File: src/hdl/bsd_pkg.sv
package bsd_pkg;

    // framing bytes
    localparam logic [7:0] MARK_START = 8'h7F;
    localparam logic [7:0] MARK_END   = 8'h7E;
    localparam logic [7:0] MARK_ESC   = 8'h7D;
    localparam logic [7:0] ESC_XOR    = 8'h20;

    // field widths
    localparam int unsigned BYTE_W = 8;
    localparam int unsigned POS_W  = 13;
    localparam int unsigned KIND_W = 2;

    // result kinds
    localparam logic [KIND_W-1:0] KIND_DATA  = 2'd0;
    localparam logic [KIND_W-1:0] KIND_GOOD  = 2'd1;
    localparam logic [KIND_W-1:0] KIND_OVER  = 2'd2;
    localparam logic [KIND_W-1:0] KIND_ABORT = 2'd3;

    // receive state
    typedef enum logic [2:0] {
        MODE_IDLE  = 3'b001,
        MODE_FRAME = 3'b010,
        MODE_ESC   = 3'b100
    } mode_t;

    // one result word
    typedef struct packed {
        logic [KIND_W-1:0] kind;
        logic [BYTE_W-1:0] data_byte;
        logic [POS_W-1:0]  position;
    } result_t;

    // result of one input byte
    typedef struct packed {
        logic    valid;
        result_t res;
    } step_t;

endpackage

File: src/hdl/bsd_core.sv
module bsd_core #(
    parameter int unsigned MAX_FRAME_BYTES = 4096
) (
    input  logic                        aclk,
    input  logic                        aresetn,
    input  logic                        in_fire,
    input  logic [bsd_pkg::BYTE_W-1:0]  rx_byte,
    input  logic [bsd_pkg::POS_W-1:0]   max_payload,
    output bsd_pkg::step_t              step
);

    localparam logic [16:0] MAX_W = 17'(MAX_FRAME_BYTES);

    bsd_pkg::mode_t              mode_reg, mode_next;
    logic [bsd_pkg::POS_W-1:0]   count_reg, count_next;
    logic                        over_reg, over_next;
    logic [bsd_pkg::POS_W-1:0]   cap;
    logic [bsd_pkg::BYTE_W-1:0]  pay_byte;
    logic                        has_room;

    // effective capacity
    assign cap = ({4'b0000, max_payload} > MAX_W) ? MAX_W[bsd_pkg::POS_W-1:0] : max_payload;
    assign has_room = count_reg < cap;

    // unescape when an escape is pending
    assign pay_byte = (mode_reg == bsd_pkg::MODE_ESC) ? (rx_byte ^ bsd_pkg::ESC_XOR) : rx_byte;

    // decode of one byte
    always_comb begin
        mode_next           = mode_reg;
        count_next          = count_reg;
        over_next           = over_reg;
        step.valid          = 1'b0;
        step.res.kind       = bsd_pkg::KIND_DATA;
        step.res.data_byte  = '0;
        step.res.position   = count_reg;
        if (rx_byte == bsd_pkg::MARK_START) begin
            step.valid    = (mode_reg == bsd_pkg::MODE_FRAME) || (mode_reg == bsd_pkg::MODE_ESC);
            step.res.kind = bsd_pkg::KIND_ABORT;
            mode_next     = bsd_pkg::MODE_FRAME;
            count_next    = '0;
            over_next     = 1'b0;
        end else begin
            case (mode_reg)
                bsd_pkg::MODE_FRAME: begin
                    if (rx_byte == bsd_pkg::MARK_END) begin
                        step.valid    = 1'b1;
                        step.res.kind = over_reg ? bsd_pkg::KIND_OVER : bsd_pkg::KIND_GOOD;
                        mode_next     = bsd_pkg::MODE_IDLE;
                        count_next    = '0;
                        over_next     = 1'b0;
                    end else if (rx_byte == bsd_pkg::MARK_ESC) begin
                        mode_next = bsd_pkg::MODE_ESC;
                    end else if (has_room) begin
                        step.valid         = 1'b1;
                        step.res.data_byte = pay_byte;
                        count_next         = count_reg + 1'b1;
                    end else begin
                        over_next = 1'b1;
                    end
                end
                bsd_pkg::MODE_ESC: begin
                    mode_next = bsd_pkg::MODE_FRAME;
                    if (has_room) begin
                        step.valid         = 1'b1;
                        step.res.data_byte = pay_byte;
                        count_next         = count_reg + 1'b1;
                    end else begin
                        over_next = 1'b1;
                    end
                end
                default: begin
                    // outside a frame: ignore the byte
                end
            endcase
        end
    end

    // state update on each accepted word
    always_ff @(posedge aclk) begin
        if (!aresetn) begin
            mode_reg  <= bsd_pkg::MODE_IDLE;
            count_reg <= '0;
            over_reg  <= 1'b0;
        end else if (in_fire) begin
            mode_reg  <= mode_next;
            count_reg <= count_next;
            over_reg  <= over_next;
        end
    end

endmodule

File: src/hdl/byte_stuffing_deframer.sv
// Receive deframer for a byte-stuffed serial link.
// Input channel s_*: one raw byte per word (s_rx_byte). A frame opens with
// 0x7F and closes with 0x7E; 0x7D escapes the next byte (restored by XOR 0x20).
// Output channel m_*: zero or one word per input byte. kind 0 carries a
// payload byte and its index, kind 1/2 report the frame length at the end
// (good/overflowed), kind 3 reports an abort by a new start marker.
// Config channel cfg_*: writes max_payload (receive capacity), always ready;
// write only while the block is idle.
// Results are registered in the output buffer before they appear on m_*.
// One byte per cycle while s_ready is high, set by the combinational bsd_core.
// A two-entry output buffer (output register plus skid register) keeps
// s_ready high while one result waits; s_ready drops only when both are full.
// Reset: synchronous active-low aresetn empties the buffer, returns to the
// idle state outside any frame and sets max_payload to 4096.
module byte_stuffing_deframer #(
    parameter int unsigned MAX_FRAME_BYTES = 4096
) (
    input  logic                              aclk,
    input  logic                              aresetn,
    input  logic                              s_valid,
    output logic                              s_ready,
    input  logic [bsd_pkg::BYTE_W-1:0]        s_rx_byte,
    output logic                              m_valid,
    input  logic                              m_ready,
    output logic [bsd_pkg::KIND_W-1:0]        m_kind,
    output logic [bsd_pkg::BYTE_W-1:0]        m_data_byte,
    output logic [bsd_pkg::POS_W-1:0]         m_position,
    input  logic                              cfg_valid,
    output logic                              cfg_ready,
    input  logic [bsd_pkg::POS_W-1:0]         cfg_data
);

    logic [bsd_pkg::POS_W-1:0] max_payload_reg;
    logic                      in_fire;
    bsd_pkg::step_t            step;
    logic                      out_valid_reg, skid_valid_reg;
    bsd_pkg::result_t          out_reg, skid_reg;

    assign cfg_ready = 1'b1;
    assign s_ready   = !skid_valid_reg;
    assign in_fire   = s_valid && s_ready;

    // capacity register
    always_ff @(posedge aclk) begin
        if (!aresetn) begin
            max_payload_reg <= 13'd4096;
        end else if (cfg_valid) begin
            max_payload_reg <= cfg_data;
        end
    end

    bsd_core #(
        .MAX_FRAME_BYTES (MAX_FRAME_BYTES)
    ) u_core (
        .aclk        (aclk),
        .aresetn     (aresetn),
        .in_fire     (in_fire),
        .rx_byte     (s_rx_byte),
        .max_payload (max_payload_reg),
        .step        (step)
    );

    // output register plus skid word
    always_ff @(posedge aclk) begin
        if (!aresetn) begin
            out_valid_reg  <= 1'b0;
            skid_valid_reg <= 1'b0;
        end else begin
            if (!out_valid_reg || m_ready) begin
                if (skid_valid_reg) begin
                    out_valid_reg  <= 1'b1;
                    skid_valid_reg <= 1'b0;
                end else begin
                    out_valid_reg <= in_fire && step.valid;
                end
            end else if (in_fire && step.valid) begin
                skid_valid_reg <= 1'b1;
            end
        end
    end

    // payload moves without reset
    always_ff @(posedge aclk) begin
        if (!out_valid_reg || m_ready) begin
            if (skid_valid_reg) begin
                out_reg <= skid_reg;
            end else begin
                out_reg <= step.res;
            end
        end else if (in_fire && step.valid) begin
            skid_reg <= step.res;
        end
    end

    assign m_valid     = out_valid_reg;
    assign m_kind      = out_reg.kind;
    assign m_data_byte = out_reg.data_byte;
    assign m_position  = out_reg.position;

endmodule
File: config.mk
export PLATFORM = sky130hd
export DESIGN_NAME = byte_stuffing_deframer
export DESIGN_NICKNAME = d
export VERILOG_FILES = /design/src/hdl/bsd_pkg.sv /design/src/hdl/bsd_core.sv /design/src/hdl/byte_stuffing_deframer.sv
export SDC_FILE = /design/constraint.sdc
export NUM_CORES = 1
export LEC_CHECK = 0
export BUFFER_PORTS_ARGS = -buffer_cell sky130_fd_sc_hd__buf_2
export CAP_MARGIN = 30
export CELL_PAD_IN_SITES_DETAIL_PLACEMENT = 2
export CELL_PAD_IN_SITES_GLOBAL_PLACEMENT = 2
export CORE_MARGIN = 5
export CORE_UTILIZATION = 40
export CTS_CLUSTER_DIAMETER = 80
export CTS_CLUSTER_SIZE = 20
export DETAILED_ROUTE_END_ITERATION = 16
export PLACE_DENSITY = 0.95
export SYNTH_ARGS = -nofsm -noshare
export SYNTH_HDL_FRONTEND = slang
export SYNTH_SLANG_ARGS = --single-unit
File: constraint.sdc
create_clock -name aclk -period 6.53 [get_ports aclk]
set_input_delay 1.306 -clock aclk [delete_from_list [all_inputs] [get_ports aclk]]
set_output_delay 1.306 -clock aclk [all_outputs]
set_load 0.02 [all_outputs]
==> metrics <==
CP delay by family, top=compound AO/OA/AOI/OAI gates; Synth Area in XOR/XNOR=less than 1%; chip height=107.0 um; largest net degree at the start of global routing=44; clk slew on worst S/H paths=90 ps; grt total ovfl=0; CTS tree=done; asr flop ratio synth=0%; clock root buffer=clkbuf_8; ant diodes=0; number of flip-flops in the largest register=23; worst hold start=u_core.mode_reg[2]$_SDFFE_PN0P_; final hold violations=0; Total Power=0.0009754 W; compound-gate portion of the synthesized area=10.35%; clock latency on the worst-skew pair=about 360 ps; leakage=between 1.5 and 2 nW; synth top area cells=edfxtp_1 (37%), dfxtp_1 (17%), mux2i_1 (6.4%); drt via density=about 5.7; Bufs and invs on worst path=1; DRC viols=0; GRT Total Usage=19.08%; Placeable Area=between 9000 and 10,000 um^2; max-slew violations=0; GPL Wtd Cong=0.7731; R2R cell count=8; time the worst path needs with I/O delays and setup=3529 ps; vias after detailed routing=2,959; mux contribution to synthesized area=8.486%; hold buffers post-CTS=0; RSZ-0062 raised after global routing=false; FF-to-FF Start=max_payload_reg[12]$_SDFFE_PN1P_; ANT nets after route=0; die area=about 11,000 um^2; mapped cell area=roughly 3800 um^2; DIE WIDTH=between 100 and 150 um; Mean Syn Cell Area=about 10 um^2; post-synthesis adder-cell area fraction=4.326%; Worst Max-Slew Pin Slew=774.1 ps; critical path, cell by cell=inv_1 > nand2_1 > ha_1 > a21oi_1 > o21ai_0 > o21ai_2 > nand3_1 > o41ai_1; Max Root-Sink Buffers=2; CP arrival=3660 ps; Setup TNS=0 ps; wirelength, routed=10,320 um; first-pass GRT wire length=16,970 um; critical path type=flop to flop; CP max stage delay=670 ps; Max Cap Viol=0; Pre-antenna DRT Iters=4; vias in the first global route=3,161; Ports=52; filler instances=999; flops & latches, synth=78; Worst path slowest cell=nand3_1; main combinational cell family by area after synthesis=simple AND/OR/NAND/NOR gates; Post-synth EDFFs=46; commonest non-fill, non-tap cell in the layout=nand2_1; power per cell area=225.2 nW/um^2; Setup crit end kind=flop; VDD IR-drop max=0.1122 mV; critical path depth=8; RR Endpoint=m_data_byte[4]$_DFFE_PP_; Yosys cell types=45; status=completed; hold endpoint=u_core.mode_reg[2]$_SDFFE_PN0P_; DRT iter0 DRCs=159; fin crit share=between 50% and 60%; # clock sinks=78; Synth area leader=edfxtp_1; Final HPWL DP=7231 um; Synth Area in Simple Gates=18.37%; Hold Path Class=flop to flop; PostCTS Resize Cnt=0; postcts setup bufs=0; FMAX=283.4 MHz; Worst Path Required=approximately 6700 ps; Most used DFF post-synth=edfxtp_1; post-synthesis net count=398; post-synth top area share=between 30 and 40%; Syn-to-layout area delta=15.21%; Hold Crit Depth=2; Worst Setup Start Kind=flop; standard-cell rows=35; I/O Buffers=50; Avg WL per Cell=19.76 um; Final setup viols=0; Worst slew margin=48.39%; worst reg2reg setup slack=3000 ps; initial antenna violation count=0; H-tree depth=3; synthesis warning total=0; Clock Skews=between 10 and 15 ps; starting density of the core=between 40% and 50%; CTS Buf Count=9; critical path fanouts, max=19; Syn Inst Count=359; Seq/Total Area, Yosys=53.78%; Worst setup startpoint=max_payload_reg[12]$_SDFFE_PN1P_; final layout net count=445; most frequent cells in the layout=nand2_1 (57), buf_2 (50), edfxtp_1 (46), dfxtp_1 (32), mux2i_1 (24); ratio of cells with drive above 1 in the final layout=21.17%
## power breakdown
group	internal (W)	switching [W]
sequential	0.000519	0.00000278
clock	0.000216	0.000190
combinational	0.0000166	0.0000309
## tightest hold or removal path, delay by kind of cell, from the launching register on
kind             cells  cell delay (ps)
muxes                1               60
and+or+nand+nor      1               60
DFF                  1              340
## cells in the mapped netlist, types with 4 or more instances
cell / count
mux2_2: 7
edfxtp_1: 46
nor2_1: 21
nand4_1: 16
nor3_1: 13
nand3_1: 5
ha_1: 13
buf_2: 8
clkbuf_1: 9
a21oi_1: 12
nand2_1: 57
dfxtp_1: 32
mux2i_1: 24
and4_1: 4
o21ai_0: 16
o41ai_1: 6
inv_1: 18
nand2b_1: 8
nor2b_1: 4
## layout make-up
class / instances / area [um^2] / share of cell area [%]
inverters: 19 / 71.32 / 1.646
multi-input cells: 243 / 1578 / 36.42
repair buffers: 55 / 307.8 / 7.106
clock buffers: 10 / 127.6 / 2.946
flip-flops and latches: 78 / 2022 / 46.68
clock inverters: 6 / 86.33 / 1.993
well taps: 111 / 138.9 / 3.206
## how the worst max path moves through the flow
| stage | end | slack, ps |
|---|---|---|
| finish | m_data_byte[4]$_DFFE_PP_ | 3000 |
| global route | m_data_byte[4]$_DFFE_PP_ | 2670 |
| CTS | m_data_byte[4]$_DFFE_PP_ | 2990 |
| detailed placement | m_data_byte[4]$_DFFE_PP_ | 3170 |
| global placement | m_data_byte[5]$_DFFE_PP_ | 3400 |
| floorplan | skid_reg[0]$_DFFE_PP_ | 3040 |
## logic make-up after synthesis
family                     count (synthesis)
other                                      1
DFF                                       78
AOI/OAI and AO/OA                         56
xor gates and xnor gates                   1
muxes                                     31
buffers and inverters                     38
adders and majority gates                 13
and+or+nand+nor                          141
## routing by layer
| metal | wire (um) | global-route usage, % |
|---|---|---|
| met3 | 405 | 3.251 |
| met2 | 4912 | 31.65 |
| met5 | 0 | 0 |
| met1 | 4778 | 24.54 |
| met4 | 219 | 8.219 |
## through the flow
| stage | utilization (%) | hold slack [ps] | instances | setup WS, ps | area (um^2) |
|---|---|---|---|---|---|
| floorplan | - | 449.6 | 359 | 3043 | 3760 |
| global placement | 44.48 | 473.7 | 505 | 3401 | 4090 |
| global route | 47.10 | 543.2 | 522 | 2672 | 4332 |
| CTS | 46.80 | 511.6 | 521 | 2993 | 4304 |
| finish | 47.10 | 502.5 | 522 | 3001 | 4332 |
| detailed placement | 44.48 | 495.0 | 505 | 3169 | 4090 |
(Power assumes the default switching activity.)
